File: src/rtl/pps_pkg.sv
// ----------------------------------------------------------------------------
// pps_pkg
// Shared widths, status codes and the result item type of the PPM P6 parser.
// ----------------------------------------------------------------------------
package pps_pkg;

  localparam int unsigned MAX_DIM_DEF = 4096;

  localparam int unsigned BYTE_W   = 8;
  localparam int unsigned STATUS_W = 3;
  localparam int unsigned DIM_W    = 13;
  localparam int unsigned POS_W    = 12;

  typedef enum logic [STATUS_W-1:0] {
    ST_BUSY     = 3'd0,
    ST_BADMAGIC = 3'd1,
    ST_BADNUM   = 3'd2,
    ST_BADVAL   = 3'd3,
    ST_NOSEP    = 3'd4,
    ST_TRUNC    = 3'd5,
    ST_DONE     = 3'd6
  } status_t;

  localparam logic [BYTE_W-1:0] CH_P    = 8'h50;
  localparam logic [BYTE_W-1:0] CH_SIX  = 8'h36;
  localparam logic [BYTE_W-1:0] CH_HASH = 8'h23;
  localparam logic [BYTE_W-1:0] CH_LF   = 8'h0A;
  localparam logic [BYTE_W-1:0] CH_ZERO = 8'h30;
  localparam logic [BYTE_W-1:0] CH_NINE = 8'h39;
  localparam logic [BYTE_W-1:0] CH_SP   = 8'h20;
  localparam logic [BYTE_W-1:0] CH_TAB  = 8'h09;
  localparam logic [BYTE_W-1:0] CH_CR   = 8'h0D;
  localparam int unsigned       MAXVAL  = 255;

  typedef struct packed {
    status_t           status;
    logic              header_ok;
    logic [DIM_W-1:0]  width;
    logic [DIM_W-1:0]  height;
    logic              pixel_valid;
    logic [POS_W-1:0]  pixel_x;
    logic [POS_W-1:0]  pixel_y;
    logic [BYTE_W-1:0] red;
    logic [BYTE_W-1:0] green;
    logic [BYTE_W-1:0] blue;
  } out_item_t;

endpackage

File: src/rtl/pps_in_if.sv
// ----------------------------------------------------------------------------
// pps_in_if
// Byte channel into the parser: one file byte per item with framing flags.
// ----------------------------------------------------------------------------
interface pps_in_if;
  import pps_pkg::*;

  logic              valid;
  logic              ready;
  logic [BYTE_W-1:0] data_byte;
  logic              first;
  logic              last;

  modport source (output valid, output data_byte, output first, output last,
                  input ready);
  modport sink   (input valid, input data_byte, input first, input last,
                  output ready);
endinterface

File: src/rtl/pps_out_if.sv
// ----------------------------------------------------------------------------
// pps_out_if
// Result channel of the parser: status, header fields and completed pixels.
// ----------------------------------------------------------------------------
interface pps_out_if;
  import pps_pkg::*;

  logic              valid;
  logic              ready;
  logic [STATUS_W-1:0] status;
  logic              header_ok;
  logic [DIM_W-1:0]  width;
  logic [DIM_W-1:0]  height;
  logic              pixel_valid;
  logic [POS_W-1:0]  pixel_x;
  logic [POS_W-1:0]  pixel_y;
  logic [BYTE_W-1:0] red;
  logic [BYTE_W-1:0] green;
  logic [BYTE_W-1:0] blue;

  modport source (output valid, output status, output header_ok, output width,
                  output height, output pixel_valid, output pixel_x,
                  output pixel_y, output red, output green, output blue,
                  input ready);
  modport sink   (input valid, input status, input header_ok, input width,
                  input height, input pixel_valid, input pixel_x,
                  input pixel_y, input red, input green, input blue,
                  output ready);
endinterface

File: src/rtl/ppm_p6_stream_parser.sv
// ----------------------------------------------------------------------------
// ppm_p6_stream_parser
// Parses a binary PPM (P6) byte stream: header check, then RGB pixels with
// their column and row, one result item per input byte.
// ----------------------------------------------------------------------------
//   Channel  Dir  Payload                                         Handshake
//   in_ch    in   data_byte, first, last                          valid/ready
//   out_ch   out  status, header_ok, width, height, pixel_valid,  valid/ready
//                 pixel_x, pixel_y, red, green, blue
//
// One item per clock while out_ch does not stall; the result appears in the
// cycle after the byte is taken, held in the output register.
// The parser state and the output register update together, so a byte is
// taken whenever the output register is empty or being drained.
// A stall on out_ch holds the result and back-pressures in_ch.
// rst_n (synchronous) returns the parser to the first magic byte; a byte
// marked first does the same for that byte.
// ----------------------------------------------------------------------------
module ppm_p6_stream_parser #(
  parameter int unsigned MAX_DIM = pps_pkg::MAX_DIM_DEF
) (
  input logic   clk,
  input logic   rst_n,
  pps_in_if.sink    in_ch,
  pps_out_if.source out_ch
);
  import pps_pkg::*;

  localparam int unsigned AW = $clog2(MAX_DIM + 1);
  localparam int unsigned XW = AW + 4;

  typedef enum logic [5:0] {
    PH_MAGIC0 = 6'b000001,
    PH_MAGIC1 = 6'b000010,
    PH_NUMBER = 6'b000100,
    PH_PIXELS = 6'b001000,
    PH_DONE   = 6'b010000,
    PH_ERR    = 6'b100000
  } phase_t;

  function automatic logic is_space(input logic [BYTE_W-1:0] c);
    return (c == CH_SP) || ((c >= CH_TAB) && (c <= CH_CR));
  endfunction

  phase_t            phase_r, phase_nxt, ph_c;
  status_t           err_r, err_nxt;
  logic              cmt_r, cmt_nxt, cmt_c;
  logic [AW-1:0]     acc_r, acc_nxt, acc_c;
  logic              dseen_r, dseen_nxt, dseen_c;
  logic [1:0]        fidx_r, fidx_nxt, fidx_c;
  logic [AW-1:0]     w_r, w_nxt, w_c;
  logic [AW-1:0]     h_r, h_nxt, h_c;
  logic [BYTE_W-1:0] red_r, red_nxt;
  logic [BYTE_W-1:0] grn_r, grn_nxt;
  logic [1:0]        comp_r, comp_nxt, comp_c;
  logic [AW-1:0]     col_r, col_nxt, col_c;
  logic [AW-1:0]     row_r, row_nxt, row_c;

  out_item_t         out_r, out_nxt;
  logic              out_valid_r;
  logic              in_fire;

  logic [BYTE_W-1:0] b;
  logic              is_digit;
  logic [XW-1:0]     dval;
  logic [XW-1:0]     acc_mac;
  logic [AW-1:0]     col_inc, row_inc;

  assign in_ch.ready = !out_valid_r || out_ch.ready;
  assign in_fire     = in_ch.valid && in_ch.ready;

  assign b        = in_ch.data_byte;
  assign is_digit = (b >= CH_ZERO) && (b <= CH_NINE);
  assign dval     = XW'(b - CH_ZERO);

  always_comb begin
    // A byte marked first sees the parser as if just reset.
    ph_c    = in_ch.first ? PH_MAGIC0 : phase_r;
    cmt_c   = in_ch.first ? 1'b0 : cmt_r;
    acc_c   = in_ch.first ? '0 : acc_r;
    dseen_c = in_ch.first ? 1'b0 : dseen_r;
    fidx_c  = in_ch.first ? 2'd0 : fidx_r;
    w_c     = in_ch.first ? '0 : w_r;
    h_c     = in_ch.first ? '0 : h_r;
    comp_c  = in_ch.first ? 2'd0 : comp_r;
    col_c   = in_ch.first ? '0 : col_r;
    row_c   = in_ch.first ? '0 : row_r;

    acc_mac = (XW'(acc_c) << 3) + (XW'(acc_c) << 1) + dval;
    col_inc = col_c + AW'(1);
    row_inc = row_c + AW'(1);

    phase_nxt = ph_c;
    err_nxt   = err_r;
    cmt_nxt   = cmt_c;
    acc_nxt   = acc_c;
    dseen_nxt = dseen_c;
    fidx_nxt  = fidx_c;
    w_nxt     = w_c;
    h_nxt     = h_c;
    red_nxt   = red_r;
    grn_nxt   = grn_r;
    comp_nxt  = comp_c;
    col_nxt   = col_c;
    row_nxt   = row_c;

    out_nxt             = '0;

    case (ph_c)
      PH_MAGIC0: begin
        if (b == CH_P) begin
          phase_nxt = PH_MAGIC1;
        end else begin
          phase_nxt = PH_ERR;
          err_nxt   = ST_BADMAGIC;
        end
      end
      PH_MAGIC1: begin
        if (b == CH_SIX) begin
          phase_nxt = PH_NUMBER;
        end else begin
          phase_nxt = PH_ERR;
          err_nxt   = ST_BADMAGIC;
        end
      end
      PH_NUMBER: begin
        if (!dseen_c) begin
          if (cmt_c) begin
            if (b == CH_LF) cmt_nxt = 1'b0;
          end else if (b == CH_HASH) begin
            cmt_nxt = 1'b1;
          end else if (is_space(b)) begin
            cmt_nxt = 1'b0;
          end else if (is_digit) begin
            dseen_nxt = 1'b1;
            acc_nxt   = AW'(dval);
            if (dval > XW'(MAX_DIM)) begin
              phase_nxt = PH_ERR;
              err_nxt   = ST_BADNUM;
            end
          end else begin
            phase_nxt = PH_ERR;
            err_nxt   = ST_BADNUM;
          end
        end else if (is_digit) begin
          acc_nxt = AW'(acc_mac);
          if (acc_mac > XW'(MAX_DIM)) begin
            phase_nxt = PH_ERR;
            err_nxt   = ST_BADNUM;
          end
        end else begin
          // Any non-digit ends the number and is consumed with it.
          dseen_nxt = 1'b0;
          cmt_nxt   = 1'b0;
          acc_nxt   = '0;
          if (fidx_c == 2'd0) begin
            w_nxt    = acc_c;
            fidx_nxt = 2'd1;
          end else if (fidx_c == 2'd1) begin
            h_nxt    = acc_c;
            fidx_nxt = 2'd2;
          end else if ((XW'(acc_c) != XW'(MAXVAL)) || (w_c == '0) || (h_c == '0)) begin
            phase_nxt = PH_ERR;
            err_nxt   = ST_BADVAL;
          end else if (!is_space(b)) begin
            phase_nxt = PH_ERR;
            err_nxt   = ST_NOSEP;
          end else begin
            phase_nxt = PH_PIXELS;
          end
        end
      end
      PH_PIXELS: begin
        if (comp_c == 2'd0) begin
          red_nxt  = b;
          comp_nxt = 2'd1;
        end else if (comp_c == 2'd1) begin
          grn_nxt  = b;
          comp_nxt = 2'd2;
        end else begin
          comp_nxt            = 2'd0;
          out_nxt.pixel_valid = 1'b1;
          out_nxt.pixel_x     = POS_W'(col_c);
          out_nxt.pixel_y     = POS_W'(row_c);
          out_nxt.red         = red_r;
          out_nxt.green       = grn_r;
          out_nxt.blue        = b;
          if (col_inc >= w_c) begin
            col_nxt = '0;
            row_nxt = row_inc;
            if (row_inc >= h_c) phase_nxt = PH_DONE;
          end else begin
            col_nxt = col_inc;
          end
        end
      end
      default: begin
      end
    endcase

    if (in_ch.last && (phase_nxt != PH_DONE) && (phase_nxt != PH_ERR)) begin
      phase_nxt = PH_ERR;
      err_nxt   = ST_TRUNC;
    end

    if (phase_nxt == PH_DONE) begin
      out_nxt.status = ST_DONE;
    end else if (phase_nxt == PH_ERR) begin
      out_nxt.status = err_nxt;
    end else begin
      out_nxt.status = ST_BUSY;
    end
    out_nxt.header_ok = (phase_nxt == PH_PIXELS) || (phase_nxt == PH_DONE);
    out_nxt.width     = DIM_W'(w_nxt);
    out_nxt.height    = DIM_W'(h_nxt);
  end

  always_ff @(posedge clk) begin
    if (!rst_n) begin
      phase_r     <= PH_MAGIC0;
      err_r       <= ST_BUSY;
      cmt_r       <= 1'b0;
      acc_r       <= '0;
      dseen_r     <= 1'b0;
      fidx_r      <= 2'd0;
      w_r         <= '0;
      h_r         <= '0;
      comp_r      <= 2'd0;
      col_r       <= '0;
      row_r       <= '0;
      out_valid_r <= 1'b0;
    end else begin
      if (in_fire) begin
        phase_r <= phase_nxt;
        err_r   <= err_nxt;
        cmt_r   <= cmt_nxt;
        acc_r   <= acc_nxt;
        dseen_r <= dseen_nxt;
        fidx_r  <= fidx_nxt;
        w_r     <= w_nxt;
        h_r     <= h_nxt;
        comp_r  <= comp_nxt;
        col_r   <= col_nxt;
        row_r   <= row_nxt;
      end
      if (in_fire) begin
        out_valid_r <= 1'b1;
      end else if (out_ch.ready) begin
        out_valid_r <= 1'b0;
      end
    end
  end

  always_ff @(posedge clk) begin
    if (in_fire) begin
      red_r <= red_nxt;
      grn_r <= grn_nxt;
      out_r <= out_nxt;
    end
  end

  assign out_ch.valid       = out_valid_r;
  assign out_ch.status      = out_r.status;
  assign out_ch.header_ok   = out_r.header_ok;
  assign out_ch.width       = out_r.width;
  assign out_ch.height      = out_r.height;
  assign out_ch.pixel_valid = out_r.pixel_valid;
  assign out_ch.pixel_x     = out_r.pixel_x;
  assign out_ch.pixel_y     = out_r.pixel_y;
  assign out_ch.red         = out_r.red;
  assign out_ch.green       = out_r.green;
  assign out_ch.blue        = out_r.blue;

`ifndef NO_ASSERTIONS
  // An error holds until a byte marked first arrives.
  a_err_hold: assert property (@(posedge clk) disable iff (!rst_n)
    (in_fire && !in_ch.first && (phase_r == PH_ERR))
      |=> ((phase_r == PH_ERR) && $stable(err_r)))
    else $error("error state left without a first byte");

  // A pixel is only reported while pixel data flows or on a truncating byte.
  a_pix_hdr: assert property (@(posedge clk) disable iff (!rst_n)
    (out_ch.valid && out_ch.pixel_valid)
      |-> (out_ch.header_ok || (out_ch.status == ST_TRUNC)))
    else $error("pixel reported outside pixel data");

  // An accepted header always has non-zero dimensions.
  a_hdr_dims: assert property (@(posedge clk) disable iff (!rst_n)
    (out_ch.valid && out_ch.header_ok)
      |-> ((out_ch.width != '0) && (out_ch.height != '0)))
    else $error("header accepted with a zero dimension");

  // Every accepted byte yields a result in the next cycle.
  a_one_result: assert property (@(posedge clk) disable iff (!rst_n)
    in_fire |=> out_valid_r)
    else $error("accepted byte produced no result");
`endif

endmodule

File: src/flat_wrapper.sv
// flat-port wrapper written by rule: the top's interface ports become plain ports
module ppm_p6_stream_parser_flat import pps_pkg::*;
#(
  parameter int unsigned MAX_DIM = pps_pkg::MAX_DIM_DEF
)
  (clk, rst_n, in_ch_valid, in_ch_data_byte, in_ch_first, in_ch_last, in_ch_ready, out_ch_valid, out_ch_status, out_ch_header_ok, out_ch_width, out_ch_height, out_ch_pixel_valid, out_ch_pixel_x, out_ch_pixel_y, out_ch_red, out_ch_green, out_ch_blue, out_ch_ready);
  pps_in_if in_ch_i ();
  pps_out_if out_ch_i ();
  input logic clk;
  input logic rst_n;
  input wire logic [$bits(in_ch_i.valid)-1:0] in_ch_valid;
  input wire logic [$bits(in_ch_i.data_byte)-1:0] in_ch_data_byte;
  input wire logic [$bits(in_ch_i.first)-1:0] in_ch_first;
  input wire logic [$bits(in_ch_i.last)-1:0] in_ch_last;
  output wire logic [$bits(in_ch_i.ready)-1:0] in_ch_ready;
  output wire logic [$bits(out_ch_i.valid)-1:0] out_ch_valid;
  output wire logic [$bits(out_ch_i.status)-1:0] out_ch_status;
  output wire logic [$bits(out_ch_i.header_ok)-1:0] out_ch_header_ok;
  output wire logic [$bits(out_ch_i.width)-1:0] out_ch_width;
  output wire logic [$bits(out_ch_i.height)-1:0] out_ch_height;
  output wire logic [$bits(out_ch_i.pixel_valid)-1:0] out_ch_pixel_valid;
  output wire logic [$bits(out_ch_i.pixel_x)-1:0] out_ch_pixel_x;
  output wire logic [$bits(out_ch_i.pixel_y)-1:0] out_ch_pixel_y;
  output wire logic [$bits(out_ch_i.red)-1:0] out_ch_red;
  output wire logic [$bits(out_ch_i.green)-1:0] out_ch_green;
  output wire logic [$bits(out_ch_i.blue)-1:0] out_ch_blue;
  input wire logic [$bits(out_ch_i.ready)-1:0] out_ch_ready;
  assign in_ch_i.valid = in_ch_valid;
  assign in_ch_i.data_byte = in_ch_data_byte;
  assign in_ch_i.first = in_ch_first;
  assign in_ch_i.last = in_ch_last;
  assign in_ch_ready = in_ch_i.ready;
  assign out_ch_valid = out_ch_i.valid;
  assign out_ch_status = out_ch_i.status;
  assign out_ch_header_ok = out_ch_i.header_ok;
  assign out_ch_width = out_ch_i.width;
  assign out_ch_height = out_ch_i.height;
  assign out_ch_pixel_valid = out_ch_i.pixel_valid;
  assign out_ch_pixel_x = out_ch_i.pixel_x;
  assign out_ch_pixel_y = out_ch_i.pixel_y;
  assign out_ch_red = out_ch_i.red;
  assign out_ch_green = out_ch_i.green;
  assign out_ch_blue = out_ch_i.blue;
  assign out_ch_i.ready = out_ch_ready;
  ppm_p6_stream_parser #(.MAX_DIM(MAX_DIM)) u_core (.clk(clk), .rst_n(rst_n), .in_ch(in_ch_i), .out_ch(out_ch_i));
endmodule
File: config.mk
export PLATFORM = sky130hd
export DESIGN_NAME = ppm_p6_stream_parser_flat
export DESIGN_NICKNAME = d
export VERILOG_FILES = /design/src/rtl/pps_pkg.sv /design/src/rtl/pps_in_if.sv /design/src/rtl/pps_out_if.sv /design/src/rtl/ppm_p6_stream_parser.sv /design/src/flat_wrapper.sv
export SDC_FILE = /design/constraint.sdc
export NUM_CORES = 1
export LEC_CHECK = 0
export BUFFER_PORTS_ARGS = -buffer_cell sky130_fd_sc_hd__buf_2
export CORE_AREA = 2 2 130 132
export CTS_CLUSTER_DIAMETER = 30
export DETAILED_ROUTE_END_ITERATION = 10
export DIE_AREA = 0 0 132 134
export GPL_TIMING_DRIVEN = 0
export PLACE_DENSITY = 0.94
export SKIP_LAST_GASP = 1
export SYNTH_ARGS = -nofsm -noshare
export SYNTH_HDL_FRONTEND = slang
export SYNTH_SLANG_ARGS = --single-unit
File: constraint.sdc
create_clock -name clk -period 12.9 [get_ports clk]
set_input_delay 2.58 -clock clk [delete_from_list [all_inputs] [get_ports clk]]
set_output_delay 2.58 -clock clk [all_outputs]
set_load 0.05 [all_outputs]
Word-level counts from Yosys, hierarchy flattened
Cells that the tools add are included.
Word-level totals
  register bits: 176
  input port bits: 14
  output and inout bits: 81
  logic and storage cells: 173
Cells by class
  add/sub/neg operators: 5
  order comparisons: 8
  equality and inequality tests: 17
  multiplexer cells: 94
  bitwise logic cells: 3
  reductions and logical operators: 21
Operators with widths (count)
  2-to-1 mux 13 bit: 29
  2-to-1 mux 6 bit: 20
  2-to-1 mux 49 bit: 1
  2-to-1 mux 3 bit: 16
  greater-than comparator 17 x 13 -> 1 bit, second input constant: 2
  adder 13 x 1 -> 13 bit, second input constant: 2
  >= comparator 13 bit: 2
  logical NOT 13 bit: 2
  == test 8 x 6 -> 1 bit, second input constant: 3
  one-hot mux 6 bit (4 select lines): 1
  2-to-1 mux 2 bit: 10
  adder 16 x 14 -> 17 bit: 1
  adder 17 bit: 1
  2-to-1 mux 1 bit: 16
  != test 13 x 8 -> 1 bit, second input constant: 1
  == test 6 x 4 -> 1 bit, second input constant: 2
  one-hot mux 3 bit (3 select lines): 1
  subtractor 8 x 6 -> 9 bit, second input constant: 1
  == test 8 x 4 -> 1 bit, second input constant: 1
  == test 8 x 7 -> 1 bit, second input constant: 1
  >= comparator 8 x 4 -> 1 bit, second input constant: 1
  >= comparator 8 x 6 -> 1 bit, second input constant: 1
  <= comparator 8 x 4 -> 1 bit, second input constant: 1
  <= comparator 8 x 6 -> 1 bit, second input constant: 1
  18 further kinds: 31

Longest topological paths before layout
Gate-level depths: netlist (run 1).
  depth after elaboration: 17
  depth in mapped cells: 23
  mapped depth without buffers: 19

Worst setup path before layout (run 1)
No wires, ideal clock.
  path kind: input-to-reg
  start point: input port in_ch_first
  end point: register u_core.out_r (netlist bit u_core.out_ch.status[0]) (data pin)
  data arrival time: 6844 ps
  path slack: 5797 ps
  stages on the path: 19
  buffers on the path: 4
  cell sequence: clkbuf_1 > inv_1 > clkbuf_1 > clkbuf_1 > clkbuf_1 > nand2_1 > fa_1 > inv_1 > ha_1 > o211a_1 > o2111a_1 > o21ai_1 > o211a_1 > or3b_4 > a2111oi_4 > a21oi_2 > nor2_2 > o21bai_1 > a211o_1
On the way
  longest elaborated chain between the ends: 17
  elaborated cells on any way between the ends: 64
  classes of those cells: add/sub: 4; order compare: 3; eq/ne: 11; mux: 36; bitwise: 1; reduce/logical: 9
RTL lines
  start, declared: RTL line flat_wrapper.sv:13  | input wire logic [$bits(in_ch_i.first)-1:0] in_ch_first;
  parallel branches: the longest is 17 deep, another holds adder 16 x 14 -> 17 bit
  end signal, assigned: RTL line ppm_p6_stream_parser.sv:258  | out_r <= out_nxt;
  end, declared: RTL line ppm_p6_stream_parser.sv:59  | out_item_t out_r, out_nxt;
Several ways; the timed one is not identified.
A chain may end at the register's enable or synchronous reset.

Final worst setup path (run 1)
  start point: input port in_ch_first
  end point: register u_core.row_r[8]
On the way
  longest elaborated chain between the ends: 7
  elaborated cells on any way between the ends: 15
  classes of those cells: add/sub: 2; order compare: 1; eq/ne: 2; mux: 9; reduce/logical: 1
RTL lines
  2-to-1 mux 13 bit: RTL line ppm_p6_stream_parser.sv:86  | col_c = in_ch.first ? '0 : col_r;
  net u_core.col_c[0]: RTL line ppm_p6_stream_parser.sv:56  | logic [AW-1:0] col_r, col_nxt, col_c;
  adder 13 x 1 -> 13 bit: RTL line ppm_p6_stream_parser.sv:90  | col_inc = col_c + AW'(1);
  >= comparator 13 bit: RTL line ppm_p6_stream_parser.sv:188  | if (col_inc >= w_c) begin
  2-to-1 mux 13 bit: RTL line ppm_p6_stream_parser.sv:188
  2-to-1 mux 13 bit: RTL line ppm_p6_stream_parser.sv:177  | end else if (comp_c == 2'd1) begin
  2-to-1 mux 13 bit: RTL line ppm_p6_stream_parser.sv:174  | if (comp_c == 2'd0) begin
  2-to-1 mux 13 bit: RTL line ppm_p6_stream_parser.sv:109  | case (ph_c)
  end signal, assigned: RTL line ppm_p6_stream_parser.sv:244  | row_r <= row_nxt;
  end, declared: RTL line ppm_p6_stream_parser.sv:57  | logic [AW-1:0] row_r, row_nxt, row_c;
The timed path passes the listed nets, and every way through them passes these cells.

==> impl_metrics.env, run 1 <==
export IMPL_syn_area_um2=10400
export IMPL_dp_cells=1411
export IMPL_synth_async_reset_ratio_pct=0
export IMPL_tns_ns=0
export IMPL_finalClockSkew_ns=0.0117
export IMPL_grt_pass1_wl_um=45500
export IMPL_cp_cell_sequence="buf_2 > clkbuf_1 > clkbuf_1 > clkbuf_1 > buf_1 > nor2b_1 > ha_1 > nand2_1 > nor3_1 > and3_1 > nand3_1 > xor2_1 > nor2_1 > ha_1 > a21o_1 > a211o_1 > a211oi_1 > o211a_1 > or2_0 > nor2_1 > o21ai_0 > clkbuf_1 > a22oi_1 > nor2b_1"
export IMPL_drive_gt1_share_pct=14.1
export IMPL_clock_sinks=176
export IMPL_hold_slack_ns=0.510
export IMPL_synth_cell_types=94
export IMPL_cts_buffer_depth=2
export IMPL_regArea_um2=4470
export IMPL_chipHeight_um=134
export IMPL_cp_required_ns=13.28
export IMPL_remaining_drc_errors=0
export IMPL_antenna_cells=0
export IMPL_initial_core_util_pct=63.9
export IMPL_antenna_found_initial=0
export IMPL_fmax_ghz=0.114
export IMPL_outcome="finished, final reports clean"
export IMPL_synth_cells=1098
export IMPL_critPathBufInv=6
export IMPL_cap_violations=0
export IMPL_cp_top_family="buffers and inverters"
export IMPL_seq_area_frac_synth_pct=43.0
export IMPL_grt_max_degree=51
export IMPL_critPathCaptureType="flop"
export IMPL_gp_congestion=0.961
export IMPL_power_density_nw_per_um2=112
export IMPL_ys_flop_type="edfxtp_1"
export IMPL_reg2regPathDepth=17
export IMPL_yosysTopAreaCell="edfxtp_1"
export IMPL_pre_cts_ws_ns=4.05
export IMPL_pin_count=95
export IMPL_worstSetupPathType="primary input to flop"
export IMPL_avgRoutedWirePerCell_um=20.3
export IMPL_cts_buffers=17
export IMPL_die_w_um=132
export IMPL_post_cts_buffers=0
export IMPL_syn_area_per_cell_um2=9.48
export IMPL_grt_pass1_vias=8798
export IMPL_postCtsHoldBufs=0
export IMPL_synth_edf_count=95
export IMPL_n_fill_cell=1178
export IMPL_worst_slew_pin_slew_ns=1.14
export IMPL_ant_nets=0
export IMPL_rsz0062_at_grt="false"
export IMPL_post_cts_resized=0
export IMPL_core_area_um2=16300
export IMPL_ys_top_cells_by_area="edfxtp_1, dfxtp_1, ha_1"
export IMPL_ys_warn_count=0
export IMPL_clkTransAtPathRegs_ns=0.07
export IMPL_critPathMaxFanout=10
export IMPL_synth_nets=1178
export IMPL_fin_crit_ns=8.81
export IMPL_slowest_delay_ns=0.66
export IMPL_area_delta_synth_final_pct=12.9
export IMPL_startpoint="in_ch_first"
export IMPL_slowest_stage="clkbuf_1"
export IMPL_hold_depth=2
export IMPL_cpMostUsedCell="clkbuf_1"
export IMPL_start_kind="primary input"
export IMPL_slew_limit_headroom_pct=23.1
export IMPL_p_leak_nw=4.93
export IMPL_hold_viol_final=0
export IMPL_die_area_um2=17700
export IMPL_power_total_mw=1.32
export IMPL_cts_htree_levels=4
export IMPL_hpwl_um=21400
export IMPL_wl_um=29300
export IMPL_rows=47
export IMPL_gr_total_overflow=0
export IMPL_routed_via_density=6.45
export IMPL_firstDrtPassIters=6
export IMPL_vias=9313
export IMPL_timing_rr_start="u_core.row_r[0]"
export IMPL_first_iter_violations=1178
export IMPL_instances_no_fill=1443
export IMPL_hp_class="flop to flop"
export IMPL_yosys_register_bits=176
export IMPL_worstPathArrival_ns=9.19
export IMPL_slew_viol_final=0
export IMPL_yosysTopAreaCellShare_pct=27.4
export IMPL_worstHoldStart="u_core.h_r[0]"
export IMPL_crit_cells=24
export IMPL_cts_root_buf="clkbuf_16"
export IMPL_cts_tree="done"
export IMPL_clock_latency_ns=0.45
export IMPL_grt_util_all_layers_pct=33.0
export IMPL_setup_viol=0
export IMPL_ir_drop_mv=0.109
export IMPL_portBuffers=92
export IMPL_multi_input_area_um2=5460
export IMPL_nNetsFinal=1290
export IMPL_setup_ws_ns=4.09
export IMPL_fin_crit_sh_pct=68.3
==> layer usage <==
metal / part of all wire (%) / routed length, um / vias to the layer above / GRT usage (%)
met5: 0 / 0 / - / 0
met4: 5.2 / 1520 / 0 / 18.9
met3: 9.7 / 2830 / 149 / 6.54
met2: 47 / 13800 / 597 / 54.0
met1: 38 / 11100 / 4387 / 41.1
li1: - / - / 4180 / -
==> cell families (layout without fill, tap and decap cells) <==
group	Yosys count	count (layout)	synth area share, %
and+or+nand+nor	456	456	23.3
AOI/OAI and AO/OA	218	218	14.7
muxes	28	28	2.74
adders and majority gates	66	66	8.80
DFF	176	176	43.0
buffers and inverters	120	245	4.63
xor gates and xnor gates	34	34	2.86
==> Yosys cell counts, types with 32 or more instances <==
cell,number
and3_1,52
nor2b_1,42
edfxtp_1,95
dfxtp_1,81
a22oi_1,32
ha_1,54
nor2_1,119
nand2_1,98
o21ai_0,49
a21oi_1,39
inv_1,60
clkbuf_1,45
==> stage by stage <==
step / utilization, % / cell area [um^2]
2_1_floorplan: - / 10400
3_3_place_gp: 68.4 / 11100
3_5_place_dp: 68.6 / 11200
4_1_cts: 72.2 / 11800
5_1_grt: 72.2 / 11800
6_report: 72.2 / 11800
==> worst register-to-register path, cell delays in order, from the launching register on <==
cell	delay, ns
dfxtp_1	0.44
nor2b_1	0.25
ha_1	0.25
or4b_2	0.64
nor2_1	0.25
nand3_1	0.13
xor2_1	0.15
nor2_1	0.09
ha_1	0.33
nand4_1	0.11
nor2_1	0.10
a31o_2	0.17
nor2_1	0.07
nor4_1	0.55
a21oi_1	0.23
a211o_1	0.41
o21bai_1	0.21
a211o_1	0.31
==> power by group <==
part	total (mW)	switching (mW)	internal (mW)
sequential	0.621	0.00981	0.611
clock	0.514	0.226	0.288
combinational	0.187	0.139	0.0486
==> state kept, by name, indices dropped and copies added, names as in the netlist, 12 cells and up <==
signal,flops
u_core.acc_r,13
u_core.col_r,13
u_core.h_r,13
u_core.out_ch.height,13
u_core.out_ch.pixel_x,12
u_core.out_ch.pixel_y,12
u_core.out_ch.width,13
u_core.row_r,13
u_core.w_r,13
==> cell usage in the layout (no fill, tap or decap), types with 9 or more instances in the layout <==
| cell type | count |
|---|---|
| nor2_1 | 119 |
| buf_2 | 99 |
| nand2_1 | 98 |
| edfxtp_1 | 95 |
| dfxtp_1 | 81 |
| inv_1 | 60 |
| ha_1 | 54 |
| and3_1 | 52 |
| o21ai_0 | 49 |
| clkbuf_1 | 45 |
| nor2b_1 | 42 |
| a21oi_1 | 39 |
| a22oi_1 | 32 |
| nand3_1 | 27 |
| nor3b_1 | 25 |
| mux2i_1 | 24 |
| xor2_1 | 22 |
| clkbuf_16 | 17 |
| nor3_1 | 13 |
| xnor2_1 | 12 |
| and2_1 | 12 |
| nor4_1 | 12 |
| fa_1 | 12 |
| a21o_1 | 9 |
==> final cells by class <==
type / instances / share of cell area, %
repair buffers: 93 / 4.15
flip-flops and latches: 176 / 38.0
plain buffers: 59 / 2.18
well taps: 220 / 2.34
inverters: 61 / 1.95
clock inverters: 14 / 1.29
multi-input cells: 802 / 46.4
clock buffers: 18 / 3.65
==> final timing paths <==
kind                        endpoint  slack [ns]
max reg2reg  u_core.out_ch.status[0]        8.00
max                  u_core.row_r[8]        4.09
min                    u_core.h_r[0]        0.51
min reg2reg            u_core.h_r[0]        0.51
(Power assumes the default switching activity.)
==> run 2, diff against run 1 <==
--- a/config.mk
+++ b/config.mk
@@ -6,12 +6,12 @@
 export NUM_CORES = 1
 export LEC_CHECK = 0
 export BUFFER_PORTS_ARGS = -buffer_cell sky130_fd_sc_hd__buf_2
-export CORE_AREA = 2 2 130 132
+export CORE_AREA = 2 2 141 143
 export CTS_CLUSTER_DIAMETER = 30
 export DETAILED_ROUTE_END_ITERATION = 10
-export DIE_AREA = 0 0 132 134
+export DIE_AREA = 0 0 143 145
 export GPL_TIMING_DRIVEN = 0
-export PLACE_DENSITY = 0.94
+export PLACE_DENSITY = 0.86
 export SKIP_LAST_GASP = 1
 export SYNTH_ARGS = -nofsm -noshare
 export SYNTH_HDL_FRONTEND = slang
==> constraint.sdc (replaced) <==
create_clock -name clk -period 7.75 [get_ports clk]
set_input_delay 1.55 -clock clk [delete_from_list [all_inputs] [get_ports clk]]
set_output_delay 1.55 -clock clk [all_outputs]
set_load 0.05 [all_outputs]
==> impl_metrics.env, run 2 (synthesis gave the netlist of run 1 again) <==
export IMPL_fin_crit_ns=7.53
export IMPL_power_total_mw=2.17
export IMPL_critPathCaptureType="flop"
export IMPL_worstPathArrival_ns=7.90
export IMPL_fin_crit_sh_pct=97.2
export IMPL_tns_ns=0
export IMPL_hp_class="flop to flop"
export IMPL_critPathMaxFanout=10
export IMPL_avgRoutedWirePerCell_um=19.0
export IMPL_n_fill_cell=1543
export IMPL_rows=51
export IMPL_mostFrequentLayoutCell="nor2_1"
export IMPL_grt_pass1_wl_um=44600
export IMPL_antenna_found_initial=1
export IMPL_initial_core_util_pct=54.2
export IMPL_clkTransAtPathRegs_ns=0.07
export IMPL_ant_nets=0
export IMPL_cts_tree="done"
export IMPL_cap_violations=0
export IMPL_grt_util_all_layers_pct=27.3
export IMPL_postCtsHoldBufs=0
export IMPL_slew_limit_headroom_pct=29.0
export IMPL_die_area_um2=20700
export IMPL_wl_um=28300
export IMPL_post_cts_resized=0
export IMPL_hold_viol_final=0
export IMPL_finalClockSkew_ns=0.0103
export IMPL_fmax_ghz=0.133
export IMPL_hpwl_um=21000
export IMPL_clock_latency_ns=0.44
export IMPL_nNetsFinal=1290
export IMPL_antenna_cells=0
export IMPL_core_area_um2=19200
export IMPL_clock_sinks=176
export IMPL_cts_buffer_depth=2
export IMPL_setup_viol=0
export IMPL_ir_drop_mv=0.135
export IMPL_grt_pass1_vias=8502
export IMPL_outcome="finished, final reports clean"
export IMPL_drive_gt1_share_pct=14.1
export IMPL_chipHeight_um=145
export IMPL_start_kind="primary input"
export IMPL_layout_common_cells="nor2_1, buf_2, nand2_1"
export IMPL_cts_root_buf="clkbuf_16"
export IMPL_routed_via_density=6.04
export IMPL_area_delta_synth_final_pct=13.3
export IMPL_post_cts_buffers=0
export IMPL_die_w_um=143
export IMPL_gr_total_overflow=0
export IMPL_cts_htree_levels=4
export IMPL_worst_slew_pin_slew_ns=1.05
export IMPL_remaining_drc_errors=0
export IMPL_gp_congestion=0.971
export IMPL_cp_required_ns=8.11
export IMPL_portBuffers=92
export IMPL_firstDrtPassIters=6
export IMPL_grt_max_degree=50
export IMPL_first_iter_violations=965
export IMPL_vias=8992
export IMPL_cts_buffers=17
export IMPL_p_leak_nw=4.93
export IMPL_power_density_nw_per_um2=184
export IMPL_pin_count=95
export IMPL_worstSetupPathType="primary input to flop"
export IMPL_slew_viol_final=0
export IMPL_rsz0062_at_grt="false"
==> run 2: cell count changes in the layout (fill, tap and decap cells not counted), sizes merged <==
cell,change
bufinv,-1
clkinv,+2
clkinvlp,-1
==> run 2: final timing paths <==
kind / to / depth (start not counted) / start / slack, ns
max reg2reg: u_core.row_r[11] / 19 / u_core.col_r[0] / 2.75
min reg2reg: u_core.h_r[0] / 2 / u_core.h_r[0] / 0.49
min: u_core.h_r[0] / 2 / u_core.h_r[0] / 0.49
max: u_core.row_r[11] / 24 / in_ch_first / 0.22
==> run 2: routing by layer <==
| metal | up-vias | GRT usage (%) | routed length (um) | share of wire, % |
|---|---|---|---|---|
| met5 | - | 0 | 23 | 0.081 |
| met1 | 4212 | 34.0 | 11400 | 40 |
| li1 | 4166 | - | - | - |
| met2 | 508 | 44.7 | 13200 | 47 |
| met3 | 104 | 6.07 | 2390 | 8.4 |
| met4 | 2 | 13.0 | 1250 | 4.4 |
==> run 2: metrics by stage <==
step           worst slack, ns  cells  area [um^2]  util, %  hold WS (ns)
3_5_place_dp            0.0339   1456        11200     58.5         0.477
5_1_grt                 0.0689   1488        11800     61.4         0.512
6_report                 0.216   1488        11800     61.4         0.492
2_1_floorplan             1.68   1098        10400        -         0.452
4_1_cts                  0.286   1488        11800     61.4         0.489
3_3_place_gp            0.0579   1455        11200     58.3         0.476
==> run 2: area by class of cell <==
type	count	area, um^2	area share, %
Clock buffer	18	429	3.64
Clock inverter	14	133	1.12
Multi-Input combinational cell	802	5460	46.2
Inverter	61	229	1.94
Timing Repair Buffer	93	488	4.14
Buffer	59	258	2.18
Sequential cell	176	4470	37.9
Tap cell	265	332	2.81
==> run 2: worst max-delay path, cell delays in order <==
cell and delay [ns]:
buf_2 0.16, clkbuf_1 0.50, clkbuf_2 0.43, clkbuf_1 0.61
buf_1 0.54, nor2b_1 0.16, ha_1 0.27, nand2_1 0.07
nor3_1 0.09, and3_1 0.26, nand3_1 0.12, xor2_1 0.22
nor2_1 0.10, ha_1 0.26, a21o_1 0.18, a211o_1 0.31
a211oi_1 0.24, o211a_1 0.22, or2_0 0.33, nor2_1 0.17
o21ai_0 0.35, clkbuf_1 0.41, a22oi_1 0.17, nor2b_1 0.16
==> run 2: power by group <==
group / switching, mW / leakage (nW) / internal [mW]
clock network: 0.383 / 0.275 / 0.449
registers: 0.0169 / 1.59 / 1.02
logic: 0.227 / 3.06 / 0.0807
total: 0.627 / 4.93 / 1.55
